`src/rtl/skad_pkg.sv`:
```
// Shared types, constants and helpers for the scalar Kalman anomaly detector.
// Used by skad_cfg_regs, skad_gain_unit and scalar_kalman_anomaly_detector.
package skad_pkg;

  // Field widths of the sample and result channels.
  localparam int unsigned SAMPLE_W = 16;
  localparam int unsigned DEV_W    = 17;
  localparam int unsigned MAG_W    = 17;
  localparam int unsigned TIME_W   = 40;
  localparam int unsigned TAG_W    = 16;

  // Variance format: unsigned Q4.28.
  localparam int unsigned VAR_INT_BITS  = 4;
  localparam int unsigned VAR_FRAC_BITS = 28;
  localparam int unsigned VAR_W         = VAR_INT_BITS + VAR_FRAC_BITS;
  localparam logic [VAR_W-1:0] VAR_ONE  = VAR_W'(1) << VAR_FRAC_BITS;

  // Default number of fraction bits of the filter gain.
  localparam int unsigned GAIN_FRAC_BITS = 16;

  // Configuration registers.
  localparam int unsigned THR_W      = 16;
  localparam int unsigned NOISE_W    = 29;
  localparam int unsigned CFG_IDX_W  = 2;
  localparam int unsigned CFG_DATA_W = 29;

  localparam logic [THR_W-1:0]   THR_RESET   = THR_W'(1638);
  localparam logic [NOISE_W-1:0] QNOISE_RESET = NOISE_W'(134218);
  localparam logic [NOISE_W-1:0] RNOISE_RESET = NOISE_W'(671089);

  typedef enum logic [CFG_IDX_W-1:0] {
    CFG_THRESHOLD = 2'd0,
    CFG_PROC_NOISE = 2'd1,
    CFG_MEAS_NOISE = 2'd2
  } skad_cfg_idx_e;

  typedef struct packed {
    logic [THR_W-1:0]   threshold;
    logic [NOISE_W-1:0] proc_noise;
    logic [NOISE_W-1:0] meas_noise;
  } skad_cfg_t;

  // Status of the serial gain unit as seen by the sequencer.
  typedef struct packed {
    logic busy;
    logic done;
  } skad_gain_stat_t;

  // Top-level sequencer states.
  typedef enum logic [2:0] {
    ST_IDLE,
    ST_PRED,
    ST_START,
    ST_WAIT,
    ST_UPDATE
  } skad_state_e;

  // Gain unit states.
  typedef enum logic [1:0] {
    G_IDLE,
    G_DEN,
    G_RUN
  } skad_gain_state_e;

  // How the quotient bits of the gain are produced.
  typedef enum logic [1:0] {
    GM_DIV,
    GM_ZERO,
    GM_FULL
  } skad_gain_mode_e;

  // Variance plus noise, saturated to the largest variance value.
  function automatic logic [VAR_W-1:0] sat_add(input logic [VAR_W-1:0]   a,
                                               input logic [NOISE_W-1:0] b);
    logic [VAR_W:0] s;
    s = {1'b0, a} + (VAR_W+1)'(b);
    sat_add = s[VAR_W] ? {VAR_W{1'b1}} : s[VAR_W-1:0];
  endfunction

endpackage

```
`src/rtl/skad_cfg_regs.sv`:
```
// Configuration register bank of the anomaly detector: threshold and noise terms.
// Depends on skad_pkg for widths, reset values and register indexes.
module skad_cfg_regs
  import skad_pkg::*;
(
  input  logic                  clk_i,
  input  logic                  rst_ni,
  input  logic                  cfg_we_i,
  input  logic [CFG_IDX_W-1:0]  cfg_idx_i,
  input  logic [CFG_DATA_W-1:0] cfg_wdata_i,
  output skad_cfg_t             cfg_o
);

  logic [THR_W-1:0]   thr_q, thr_d;
  logic [NOISE_W-1:0] qn_q, qn_d;
  logic [NOISE_W-1:0] rn_q, rn_d;

  // Decode the register index; unknown indexes leave everything unchanged.
  always_comb begin
    thr_d = thr_q;
    qn_d  = qn_q;
    rn_d  = rn_q;
    if (cfg_we_i) begin
      case (skad_cfg_idx_e'(cfg_idx_i))
        CFG_THRESHOLD:  thr_d = cfg_wdata_i[THR_W-1:0];
        CFG_PROC_NOISE: qn_d  = cfg_wdata_i[NOISE_W-1:0];
        CFG_MEAS_NOISE: rn_d  = cfg_wdata_i[NOISE_W-1:0];
        default: ;
      endcase
    end
  end

  always_ff @(posedge clk_i or negedge rst_ni) begin
    if (!rst_ni) begin
      thr_q <= THR_RESET;
      qn_q  <= QNOISE_RESET;
      rn_q  <= RNOISE_RESET;
    end else begin
      thr_q <= thr_d;
      qn_q  <= qn_d;
      rn_q  <= rn_d;
    end
  end

  assign cfg_o.threshold  = thr_q;
  assign cfg_o.proc_noise = qn_q;
  assign cfg_o.meas_noise = rn_q;

endmodule

```
`src/rtl/skad_gain_unit.sv`:
```
// Serial gain unit: restoring division of the predicted variance by the innovation
// variance, one quotient bit per cycle, feeding two shift-add products with each bit.
// Depends on skad_pkg for widths, state and mode types and sat_add.
module skad_gain_unit
  import skad_pkg::*;
#(
  parameter int unsigned GainFracBits = GAIN_FRAC_BITS
) (
  input  logic                            clk_i,
  input  logic                            rst_ni,
  input  logic                            start_i,
  input  logic [VAR_W-1:0]                num_i,
  input  logic [NOISE_W-1:0]              meas_noise_i,
  input  logic [MAG_W-1:0]                mag_i,
  output skad_gain_stat_t                 stat_o,
  output logic [GainFracBits+MAG_W-1:0]   acc_m_o,
  output logic [GainFracBits+VAR_W-1:0]   acc_p_o
);

  localparam int unsigned CntW   = $clog2(GainFracBits + 1);
  localparam int unsigned AccMW  = GainFracBits + MAG_W;
  localparam int unsigned AccPW  = GainFracBits + VAR_W;

  skad_gain_state_e  gstate_q, gstate_d;
  skad_gain_mode_e   mode_q, mode_d;
  logic [CntW-1:0]   cnt_q, cnt_d;
  logic              done_q, done_d;
  logic [VAR_W-1:0]  num_q, num_d;
  logic [VAR_W-1:0]  den_q, den_d;
  logic [VAR_W-1:0]  rem_q, rem_d;
  logic [MAG_W-1:0]  mag_q, mag_d;
  logic [AccMW-1:0]  acc_m_q, acc_m_d;
  logic [AccPW-1:0]  acc_p_q, acc_p_d;

  logic [VAR_W:0]    rem_sh;
  logic [VAR_W:0]    rem_diff;
  logic              qbit;

  // One restoring step; the special cases force every quotient bit.
  always_comb begin
    rem_sh   = {rem_q, 1'b0};
    rem_diff = rem_sh - {1'b0, den_q};
    case (mode_q)
      GM_DIV:  qbit = (rem_sh >= {1'b0, den_q});
      GM_FULL: qbit = 1'b1;
      GM_ZERO: qbit = 1'b0;
      default: qbit = 1'b0;
    endcase
  end

  // Sequencing of the division and the two accumulations.
  always_comb begin
    gstate_d = gstate_q;
    mode_d   = mode_q;
    cnt_d    = cnt_q;
    done_d   = 1'b0;
    num_d    = num_q;
    den_d    = den_q;
    rem_d    = rem_q;
    mag_d    = mag_q;
    acc_m_d  = acc_m_q;
    acc_p_d  = acc_p_q;
    case (gstate_q)
      G_IDLE: begin
        if (start_i) begin
          num_d    = num_i;
          mag_d    = mag_i;
          den_d    = sat_add(num_i, meas_noise_i);
          gstate_d = G_DEN;
        end
      end
      G_DEN: begin
        if (den_q == '0) begin
          mode_d = GM_ZERO;
        end else if (num_q >= den_q) begin
          mode_d = GM_FULL;
        end else begin
          mode_d = GM_DIV;
        end
        rem_d    = num_q;
        cnt_d    = CntW'(GainFracBits);
        acc_m_d  = '0;
        acc_p_d  = '0;
        gstate_d = G_RUN;
      end
      G_RUN: begin
        if (qbit && (mode_q == GM_DIV)) begin
          rem_d = rem_diff[VAR_W-1:0];
        end else begin
          rem_d = rem_sh[VAR_W-1:0];
        end
        acc_m_d = {acc_m_q[AccMW-2:0], 1'b0} + (qbit ? AccMW'(mag_q) : '0);
        acc_p_d = {acc_p_q[AccPW-2:0], 1'b0} + (qbit ? AccPW'(num_q) : '0);
        cnt_d   = cnt_q - CntW'(1);
        if (cnt_q == CntW'(1)) begin
          done_d   = 1'b1;
          gstate_d = G_IDLE;
        end
      end
      default: gstate_d = G_IDLE;
    endcase
  end

  // Control state.
  always_ff @(posedge clk_i or negedge rst_ni) begin
    if (!rst_ni) begin
      gstate_q <= G_IDLE;
      done_q   <= 1'b0;
      cnt_q    <= '0;
      mode_q   <= GM_ZERO;
    end else begin
      gstate_q <= gstate_d;
      done_q   <= done_d;
      cnt_q    <= cnt_d;
      mode_q   <= mode_d;
    end
  end

  // Datapath registers.
  always_ff @(posedge clk_i) begin
    num_q   <= num_d;
    den_q   <= den_d;
    rem_q   <= rem_d;
    mag_q   <= mag_d;
    acc_m_q <= acc_m_d;
    acc_p_q <= acc_p_d;
  end

  assign stat_o.busy = (gstate_q != G_IDLE);
  assign stat_o.done = done_q;
  assign acc_m_o     = acc_m_q;
  assign acc_p_o     = acc_p_q;

endmodule

```
`src/rtl/scalar_kalman_anomaly_detector.sv`:
```
// Scalar Kalman anomaly detector top level: sequencer, filter state and result register.
// Depends on skad_pkg, skad_cfg_regs and skad_gain_unit.
//
// Each request carries one Q1.14 sample of a series. The block compares it with the
// current estimate, runs one random-walk Kalman step and, when the absolute deviation
// exceeds the threshold, delivers one anomaly result. The block accepts no new request
// until the update of the last one is done, and that time is set by the serial gain
// unit, which produces one quotient bit per cycle and folds it into both update
// products. A finished result waits in the output register, so the next request is
// accepted while it is still stalled; only an item that raises another anomaly holds
// in its update until that register is free. The configuration registers must be
// written only while the block is idle; the block itself does not enforce this.
module scalar_kalman_anomaly_detector
  import skad_pkg::*;
#(
  parameter int unsigned GainFracBits = GAIN_FRAC_BITS
) (
  input  logic                     clk_i,
  input  logic                     rst_ni,
  // Configuration writes
  input  logic                     cfg_we_i,
  input  logic [CFG_IDX_W-1:0]     cfg_idx_i,
  input  logic [CFG_DATA_W-1:0]    cfg_wdata_i,
  // Sample requests
  input  logic                     in_valid_i,
  output logic                     in_stall_o,
  input  logic                     series_start_i,
  input  logic signed [SAMPLE_W-1:0] ndvi_sample_i,
  input  logic [TIME_W-1:0]        sample_time_i,
  input  logic [TAG_W-1:0]         series_tag_i,
  // Anomaly results
  output logic                     out_valid_o,
  input  logic                     out_stall_i,
  output logic [TAG_W-1:0]         anomaly_tag_o,
  output logic [TIME_W-1:0]        anomaly_time_o,
  output logic signed [SAMPLE_W-1:0] observed_value_o,
  output logic signed [SAMPLE_W-1:0] expected_value_o,
  output logic signed [DEV_W-1:0]  deviation_value_o
);

  localparam int unsigned AccMW = GainFracBits + MAG_W;
  localparam int unsigned AccPW = GainFracBits + VAR_W;

  skad_cfg_t         cfg;
  skad_gain_stat_t   gain_stat;
  logic [AccMW-1:0]  acc_m;
  logic [AccPW-1:0]  acc_p;
  logic              gain_start;

  skad_state_e       state_q, state_d;
  logic signed [SAMPLE_W-1:0] est_q, est_d;
  logic [VAR_W-1:0]  var_q, var_d;

  logic signed [SAMPLE_W-1:0] z_q, z_d;
  logic signed [SAMPLE_W-1:0] exp_q, exp_d;
  logic [TIME_W-1:0] time_q, time_d;
  logic [TAG_W-1:0]  tag_q, tag_d;
  logic [VAR_W-1:0]  pvar_q, pvar_d;
  logic [VAR_W-1:0]  ppred_q, ppred_d;
  logic signed [DEV_W-1:0] dev_q, dev_d;
  logic [MAG_W-1:0]  mag_q, mag_d;

  logic              out_valid_q, out_valid_d;
  logic [TAG_W-1:0]  o_tag_q, o_tag_d;
  logic [TIME_W-1:0] o_time_q, o_time_d;
  logic signed [SAMPLE_W-1:0] o_obs_q, o_obs_d;
  logic signed [SAMPLE_W-1:0] o_exp_q, o_exp_d;
  logic signed [DEV_W-1:0] o_dev_q, o_dev_d;

  logic              in_accept;
  logic              anomaly;
  logic              out_load;
  logic [AccMW-1:0]  corr_sum;
  logic [MAG_W-1:0]  corr;
  logic signed [DEV_W:0] est_wide;
  logic [AccPW-1:0]  var_wide;

  skad_cfg_regs u_cfg (
    .clk_i       (clk_i),
    .rst_ni      (rst_ni),
    .cfg_we_i    (cfg_we_i),
    .cfg_idx_i   (cfg_idx_i),
    .cfg_wdata_i (cfg_wdata_i),
    .cfg_o       (cfg)
  );

  skad_gain_unit #(
    .GainFracBits (GainFracBits)
  ) u_gain (
    .clk_i        (clk_i),
    .rst_ni       (rst_ni),
    .start_i      (gain_start),
    .num_i        (ppred_q),
    .meas_noise_i (cfg.meas_noise),
    .mag_i        (mag_q),
    .stat_o       (gain_stat),
    .acc_m_o      (acc_m),
    .acc_p_o      (acc_p)
  );

  assign in_stall_o = (state_q != ST_IDLE);
  assign in_accept  = in_valid_i && !in_stall_o;
  assign gain_start = (state_q == ST_START);

  // Update arithmetic: round both products to nearest at the gain scale.
  always_comb begin
    corr_sum = acc_m + (AccMW'(1) << (GainFracBits - 1));
    corr     = corr_sum[AccMW-1:GainFracBits];
    if (dev_q < 0) begin
      est_wide = (DEV_W+1)'(exp_q) - $signed({1'b0, corr});
    end else begin
      est_wide = (DEV_W+1)'(exp_q) + $signed({1'b0, corr});
    end
    // Ppred * (1 - K), rounded, written as Ppred * 2^G + half - K * Ppred.
    var_wide = {ppred_q, 1'b1, {(GainFracBits-1){1'b0}}} - acc_p;
    anomaly  = (mag_q > MAG_W'(cfg.threshold));
  end

  // Sequencer: next state, filter state and result register.
  always_comb begin
    state_d     = state_q;
    est_d       = est_q;
    var_d       = var_q;
    z_d         = z_q;
    exp_d       = exp_q;
    time_d      = time_q;
    tag_d       = tag_q;
    pvar_d      = pvar_q;
    ppred_d     = ppred_q;
    dev_d       = dev_q;
    mag_d       = mag_q;
    out_load    = 1'b0;
    case (state_q)
      ST_IDLE: begin
        if (in_accept) begin
          z_d    = ndvi_sample_i;
          time_d = sample_time_i;
          tag_d  = series_tag_i;
          // A series start reloads the estimate and the variance first.
          exp_d  = series_start_i ? ndvi_sample_i : est_q;
          pvar_d = series_start_i ? VAR_ONE : var_q;
          state_d = ST_PRED;
        end
      end
      ST_PRED: begin
        dev_d   = DEV_W'(z_q) - DEV_W'(exp_q);
        mag_d   = (dev_d < 0) ? MAG_W'(-dev_d) : MAG_W'(dev_d);
        ppred_d = sat_add(pvar_q, cfg.proc_noise);
        state_d = ST_START;
      end
      ST_START: begin
        state_d = ST_WAIT;
      end
      ST_WAIT: begin
        if (gain_stat.done) begin
          state_d = ST_UPDATE;
        end
      end
      ST_UPDATE: begin
        // Hold here only if a result is due and the previous one is still stalled.
        if (!(anomaly && out_valid_q && out_stall_i)) begin
          est_d    = est_wide[SAMPLE_W-1:0];
          var_d    = var_wide[AccPW-1:GainFracBits];
          out_load = anomaly;
          state_d  = ST_IDLE;
        end
      end
      default: state_d = ST_IDLE;
    endcase
  end

  // Result register.
  always_comb begin
    o_tag_d  = o_tag_q;
    o_time_d = o_time_q;
    o_obs_d  = o_obs_q;
    o_exp_d  = o_exp_q;
    o_dev_d  = o_dev_q;
    out_valid_d = out_valid_q && out_stall_i;
    if (out_load) begin
      o_tag_d     = tag_q;
      o_time_d    = time_q;
      o_obs_d     = z_q;
      o_exp_d     = exp_q;
      o_dev_d     = dev_q;
      out_valid_d = 1'b1;
    end
  end

  // Control state and filter state.
  always_ff @(posedge clk_i or negedge rst_ni) begin
    if (!rst_ni) begin
      state_q     <= ST_IDLE;
      est_q       <= '0;
      var_q       <= VAR_ONE;
      out_valid_q <= 1'b0;
    end else begin
      state_q     <= state_d;
      est_q       <= est_d;
      var_q       <= var_d;
      out_valid_q <= out_valid_d;
    end
  end

  // Per-item and result payload.
  always_ff @(posedge clk_i) begin
    z_q      <= z_d;
    exp_q    <= exp_d;
    time_q   <= time_d;
    tag_q    <= tag_d;
    pvar_q   <= pvar_d;
    ppred_q  <= ppred_d;
    dev_q    <= dev_d;
    mag_q    <= mag_d;
    o_tag_q  <= o_tag_d;
    o_time_q <= o_time_d;
    o_obs_q  <= o_obs_d;
    o_exp_q  <= o_exp_d;
    o_dev_q  <= o_dev_d;
  end

  assign out_valid_o       = out_valid_q;
  assign anomaly_tag_o     = o_tag_q;
  assign anomaly_time_o    = o_time_q;
  assign observed_value_o  = o_obs_q;
  assign expected_value_o  = o_exp_q;
  assign deviation_value_o = o_dev_q;

  // The gain unit only works while the sequencer waits for it.
  a_gain_busy_in_wait : assert property (@(posedge clk_i) disable iff (!rst_ni)
    gain_stat.busy |-> (state_q == ST_WAIT))
    else $error("gain unit busy outside the wait state");

  a_gain_done_in_wait : assert property (@(posedge clk_i) disable iff (!rst_ni)
    gain_stat.done |-> (state_q == ST_WAIT))
    else $error("gain result arrived outside the wait state");

  // An accepted request blocks further requests until its update is done.
  a_accept_then_stall : assert property (@(posedge clk_i) disable iff (!rst_ni)
    in_accept |=> in_stall_o)
    else $error("request accepted while another is in flight");

  // With the result register free the update never holds.
  a_update_free : assert property (@(posedge clk_i) disable iff (!rst_ni)
    (state_q == ST_UPDATE) && !out_valid_q |=> (state_q == ST_IDLE))
    else $error("update held although the result register was free");

endmodule
```
`config.mk`:
```
export PLATFORM = sky130hd
export DESIGN_NAME = scalar_kalman_anomaly_detector
export DESIGN_NICKNAME = d
export VERILOG_FILES = /design/src/rtl/skad_pkg.sv /design/src/rtl/skad_cfg_regs.sv /design/src/rtl/skad_gain_unit.sv /design/src/rtl/scalar_kalman_anomaly_detector.sv
export SDC_FILE = /design/constraint.sdc
export NUM_CORES = 1
export LEC_CHECK = 0
export ABC_AREA = 1
export BUFFER_PORTS_ARGS = -buffer_cell sky130_fd_sc_hd__buf_4
export CELL_PAD_IN_SITES_DETAIL_PLACEMENT = 0
export CELL_PAD_IN_SITES_GLOBAL_PLACEMENT = 1
export CORE_MARGIN = 1.5
export CORE_UTILIZATION = 40
export CTS_CLUSTER_DIAMETER = 120
export DETAILED_ROUTE_END_ITERATION = 12
export PLACE_DENSITY = 0.8
export SYNTH_ARGS = -nofsm -noshare
export SYNTH_HDL_FRONTEND = slang
export SYNTH_SLANG_ARGS = --single-unit
```
`constraint.sdc`:
```
create_clock -name clk_i -period 9 [get_ports clk_i]
set_input_delay 1.35 -clock clk_i [delete_from_list [all_inputs] [get_ports clk_i]]
set_output_delay 1.35 -clock clk_i [all_outputs]
set_load 0.02 [all_outputs]
```
# [Word-level counts from Yosys, hierarchy flattened]
# Cells that the tools add are included.
[word_totals] ff_bits=620 input_bits=109 out_inout_bits=107 wordCells=109
[classes] add_sub_neg=12 order_cmp=5 n_eq_ne=15 mux=25 bitwise_logic=1 n_reduce_logical=21
[op_table] op="one-hot mux 32 bit (2 select lines)" n=2
[op_table] op="one-hot mux 48 bit (2 select lines)" n=1
[op_table] op="adder 32 x 29 -> 33 bit" n=2
[op_table] op="two-way mux 32 bit" n=2
[op_table] op="adder 48 bit" n=1
[op_table] op="subtractor 48 bit" n=1
[op_table] op="less-than comparator 17 x 1 -> 1 bit, second input constant" n=2
[op_table] op="two-way mux 17 bit" n=2
[op_table] op="greater-or-equal comparator 33 x 32 -> 1 bit" n=1
[op_table] op="adder 32 x 16 -> 32 bit, second input constant" n=1
[op_table] op="adder 32 x 17 -> 32 bit" n=1
[op_table] op="greater-or-equal comparator 32 bit" n=1
[op_table] op="zero test 32 bit" n=1
[op_table] op="two-way mux 16 bit" n=2
[op_table] op="subtractor 32 bit" n=1
[op_table] op="greater-than comparator 17 x 16 -> 1 bit" n=1
[op_table] op="negator 17 bit" n=1
[op_table] op="subtractor 16 x 16 -> 17 bit" n=1
[op_table] op="adder 16 bit" n=1
[op_table] op="subtractor 16 bit" n=1
[op_table] op="one-hot mux 3 bit (5 select lines)" n=1
[op_table] op="AND reduction 2 bit" n=7
[op_table] op="one-hot mux 5 bit (2 select lines)" n=1
[op_table] op="two-way mux 3 bit" n=3
[op_table] op="other kinds (21)" n=41

# [Logic depth before layout (Yosys ltp)]
[depth] depth_word=6 mapped_depth=28 mapped_depth_nobuf=27

# [By module]
# Synthesis repeated with hierarchy kept, for this count alone.
[hier_totals] cells_unflattened=4941 hier_area_um2=39529.2
[modules_own_cells] module="scalar_kalman_anomaly_detector" instances=1 cells_per_inst=2095 area_each_um2=18985.7 seq_area_each_um2=10010.9
[modules_own_cells] module="skad_gain_unit" instances=1 cells_per_inst=2516 area_each_um2=17493.0 seq_area_each_um2=6077.1
[modules_own_cells] module="skad_cfg_regs" instances=1 cells_per_inst=330 area_each_um2=3050.4 seq_area_each_um2=1880.6

# [Least setup slack after synthesis]
# OpenSTA, ideal clock, no wires.
[synth_path] path_kind="input port to flip-flop" start="in in_valid_i" end="reg exp_q[0], enable pin" setup_time_ns=0.601 t_arrival_ns=6.334 required_ns=8.399 setup_slack_ns=2.065 cell_stages=2 path_buffers=0 path_cell_list="inv_1 -> nor2_1"
[synth_between] elab_chain_cells=2
[synth_rtl] item="start, declared" line="scalar_kalman_anomaly_detector.sv:25" rtl="input logic in_valid_i,"
[synth_rtl] item="logical AND 1 bit" line="scalar_kalman_anomaly_detector.sv:102" rtl="assign in_accept = in_valid_i && !in_stall_o;"
[synth_rtl] item="AND reduction 2 bit (no source line)"
[synth_rtl] item="end signal, assigned" line="scalar_kalman_anomaly_detector.sv:208" rtl="exp_q <= exp_d;"
[synth_rtl] item="end, declared" line="scalar_kalman_anomaly_detector.sv:55" rtl="logic signed [SAMPLE_W-1:0] exp_q, exp_d;"
# No other way between the ends.
# A chain may end at the register's enable or synchronous reset.

# [Final worst setup path]
[layout_path] start="reg u_gain.rem_q[21]" end="reg u_gain.acc_p_q[28], in the netlist u_gain.acc_p_o[28] (data pin)"
[layout_between] elab_chain_cells=5
[layout_rtl] item="start, declared" line="skad_gain_unit.sv:30" rtl="logic [VAR_W-1:0] rem_q, rem_d;"
[layout_rtl] item="start signal, assigned" line="skad_gain_unit.sv:123" rtl="rem_q <= rem_d;"
[layout_rtl] item="greater-or-equal comparator 33 x 32 -> 1 bit" line="skad_gain_unit.sv:44" rtl="GM_DIV: qbit = (rem_sh >= {1'b0, den_q});"
[layout_rtl] item="one-hot mux 1 bit (2 select lines)" line="skad_gain_unit.sv:43" rtl="case (mode_q)"
[layout_rtl] item="two-way mux 32 bit" line="skad_gain_unit.sv:93" rtl="acc_p_d = {acc_p_q[AccPW-2:0], 1'b0} + (qbit ? AccPW'(num_q) : '0);"
[layout_rtl] item="adder 48 bit" line="skad_gain_unit.sv:93"
[layout_rtl] item="one-hot mux 48 bit (2 select lines)" line="skad_gain_unit.sv:63" rtl="case (gstate_q)"
[layout_rtl] item="end signal, assigned" line="skad_gain_unit.sv:126" rtl="acc_p_q <= acc_p_d;"
[layout_rtl] item="end, declared" line="skad_gain_unit.sv:33" rtl="logic [AccPW-1:0] acc_p_q, acc_p_d;"
# No other way between the ends.

==> results.rst <==
.. list-table::
   :header-rows: 1

   * - Metric
     - Value
   * - Initial Utilization
     - 0.404
   * - Number of synthesized register bits
     - a little over 600
   * - Sequential standard cell area
     - 0.0179 mm²
   * - Antenna cell count
     - 0
   * - P_leak
     - 18.9 nW
   * - Setup skew after layout
     - 0.0383 ns
   * - Area of the multi-input gates
     - 0.0173 mm²
   * - Via count of the first global-routing pass
     - around 30,000
   * - Share of the yosys chip area belonging to registers
     - 0.475
   * - Total power density per cell area
     - between 300 and 400 mW/mm²
   * - Number of instances resized during post-cts repair
     - 0
   * - Area of the core
     - 0.0935 mm²
   * - TNS Setup
     - 0 ns
   * - Core Rows
     - 112
   * - Number of vias per cell
     - around 5.3
   * - Overall power of the completed layout
     - 16.9 mW
   * - Fraction of layout instances using a drive strength above 1
     - 0.0993
   * - Routability congestion estimate from global placement
     - 0.969
   * - H-tree level count
     - 3
   * - Insertion delay of the later-clocked pin in the worst-skew pair
     - approximately 0.66 ns
   * - Nets in the synthesized netlist
     - 4,843
   * - Tot GR Track Use
     - 0.250
   * - Clock-pin slew reported for the worst setup and hold paths after clock tree synthesis
     - 0.06 ns
   * - Peak fanout along the critical path
     - 45
   * - CTS tree
     - done
   * - Worst Path Class, Setup
     - register to register
   * - Max cap viols
     - 0
   * - Crit path required time
     - 9.39 ns
   * - Filler cell count
     - 9,142
   * - Die Span Y
     - 310 µm
   * - Final core utilization
     - 0.463
   * - Placed wire-length estimate
     - around 95 mm
   * - Period Utilization, post-route
     - 0.575
   * - Cells after Synth
     - between 4,000 and 5,000
   * - Unique cell type count in the Yosys netlist
     - 57
   * - Maximum number of pins on one net before global-route repair
     - 81
   * - CTS buffer count
     - just over 70
   * - Number of synthesis warnings
     - 0
   * - Flip-flop count of the largest register, all copies and words added
     - 48
   * - Share of flip-flops with an asynchronous set or reset
     - 0.220
   * - Hold crit path type
     - register to register
   * - Headroom to the max-slew limit
     - 0.262
   * - Area delta synth->final
     - 14.5%
   * - # nets final
     - between 5,000 and 6,000
   * - X dimension of the die
     - 310 µm
   * - Final number of hold-violating endpoints
     - 0
   * - Top flip-flop cell by instance count after synthesis
     - edfxtp_1
   * - Post-CTS Setup Repair Bufs
     - 0
   * - Routed length per placed instance
     - around 20 µm
   * - Number of nets with antenna violations after routing
     - 0
   * - Wire length of the first global-routing pass
     - about 180 mm
   * - Avg Inst Size Synth
     - 8.45 µm²
   * - Die ar.
     - just under 0.1 mm²
   * - Count of flip-flops with a built-in enable after synthesis
     - 483
   * - F_max
     - 193 MHz
   * - Global route total overflow
     - 0
   * - Transition time at the pin with the least slew margin
     - 1.10 ns
   * - Slew Limit Fails
     - 0
   * - I/O pin count
     - 216
   * - Total iterations of the first detailed-routing run
     - 5
   * - Final setup vio count
     - 0
   * - Number of clock sinks seen by CTS
     - around 620
   * - Number of antenna violations at the first check in global routing
     - 2
   * - PortBufs
     - 215
   * - Post-detailed-route DRC marker count
     - 0
   * - RSZ-0062 raised after global routing
     - no
   * - Tmin final
     - 5.18 ns
   * - Violation count after the first detailed-routing iteration
     - 2,728
   * - Peak VDD IR
     - 212 µV
   * - Post-detailed-routing wire length
     - 120 mm
   * - Number of hold buffers added after cts
     - 0
   * - Min Hold Slack
     - around 0.42 ns
   * - Vias
     - approximately 32,000
   * - Number of buffers on the longest clock path
     - 3
   * - Nature of the critical path endpoint
     - register
   * - Cell area after technology mapping
     - approximately 0.038 mm²
   * - Arr. time, crit path
     - between 5 and 6 ns
   * - Root Buffer
     - clkbuf_16
   * - Startpoint types
     - register
   * - Run status
     - finished clean
-- metal layers --
layer  vias up  routed length, µm  track usage
met5         -                  0            0
met4         0               2930       0.0677
met3       132               8380       0.0415
met2       983              53000        0.385
met1     14979              56100        0.363
li1      15523                  -            -
-- synthesized netlist by cell type (all sizes together), types with 59 or more instances --
library cell | number | share of area
inv | 589 | 0.059
xnor2 | 59 | 0.014
nand2 | 1046 | 0.10
nand3 | 264 | 0.035
nand4 | 62 | 0.010
o21ai | 355 | 0.048
edfxtp | 483 | 0.38
nor2 | 499 | 0.055
xor2 | 63 | 0.015
a21oi | 351 | 0.047
dfrtp | 111 | 0.074
ha | 257 | 0.085
-- cell type report --
type                            count  area share
Sequential cell                   619       0.415
Multi-Input combinational cell   3191       0.401
Inverter                          590      0.0513
Clock buffer                       94      0.0450
Timing Repair Buffer              232      0.0404
Tap cell                         1254      0.0363
Clock inverter                     36      0.0112
-- final timing paths --
| kind | endpoint | start | slack, ns | cells after the start |
|---|---|---|---|---|
| worst max register to register | u_gain.acc_p_o[28]$_SDFFCE_PN0P_ | u_gain.rem_q[21]$_DFFE_PP_ | 3.82 | 20 |
| worst max-delay path | u_gain.acc_p_o[28]$_SDFFCE_PN0P_ | u_gain.rem_q[21]$_DFFE_PP_ | 3.82 | 20 |
| worst min register to register | anomaly_time_o[19]$_DFFE_PP_ | time_q[19]$_DFFE_PP_ | 0.42 | 0 |
| worst min-delay path | anomaly_time_o[19]$_DFFE_PP_ | time_q[19]$_DFFE_PP_ | 0.42 | 0 |
| max in group asynchronous | u_cfg.rn_q[16]$_DFFE_PN0P_ | rst_ni | 6.55 | 3 |
| min in group asynchronous | u_gain.cnt_q[4]$_DFFE_PN0P_ | rst_ni | 0.59 | 1 |
-- cells in the final DEF (no fill, tap or decap), types with 21 or more instances in the layout --
| master | count |
|---|---|
| a21o_1 | 23 |
| a21oi_1 | 349 |
| buf_4 | 231 |
| clkbuf_16 | 72 |
| dfrtp_1 | 111 |
| dfstp_2 | 25 |
| edfxtp_1 | 483 |
| ha_1 | 255 |
| inv_1 | 583 |
| nand2_1 | 1035 |
| nand3_1 | 261 |
| nand3b_1 | 27 |
| nand4_1 | 61 |
| nor2_1 | 442 |
| nor2_2 | 41 |
| nor3_1 | 50 |
| o21a_1 | 21 |
| o21ai_0 | 329 |
| o21ai_1 | 23 |
| o21bai_1 | 22 |
| xnor2_1 | 59 |
| xor2_1 | 63 |
-- worst max-delay path, cell delays in order, from the launching register on --
cell and delay [ns]:
edfxtp_1 0.40, ha_1 0.39, a21o_1 0.24, a21oi_1 0.27, a21oi_1 0.11, nor2_1 0.16, nand4_2 0.16, nand2_4 0.28
o21ai_4 0.15, inv_6 0.47, nor2_2 0.08, ha_1 0.41, nand2_1 0.12, nor2_1 0.23, inv_1 0.08, nor4_1 0.35
a21oi_1 0.17, o21ai_0 0.46, nand2_1 0.18, nand2_1 0.10, nor2_1 0.07
-- report_power, final --
part | internal, mW | switching (mW) | leakage, nW
registers | 4.42 | 0.774 | 6.16
clock network | 1.76 | 1.29 | 1.18
logic | 2.75 | 5.91 | 11.6
-- metrics by stage --
stage	area (µm²)	setup WS, ns	cells
2_1_floorplan	37800	2.06	4470
3_3_place_gp	40800	3.92	5886
3_5_place_dp	40800	3.97	5886
4_1_cts	43200	3.96	6016
5_1_grt	43200	3.29	6016
6_report	43200	3.82	6016
-- cell families after synthesis --
logic type | Yosys count | synth area share
AND/OR/NAND/NOR | 1988 | 0.224
flip-flops | 619 | 0.475
XOR/XNOR | 122 | 0.0283
buffers and inverters | 660 | 0.0676
AO/OA/AOI/OAI | 817 | 0.116
adder cells (fa/ha/maj) | 264 | 0.0888
No activity file was read; power rests on OpenSTA's default activity.
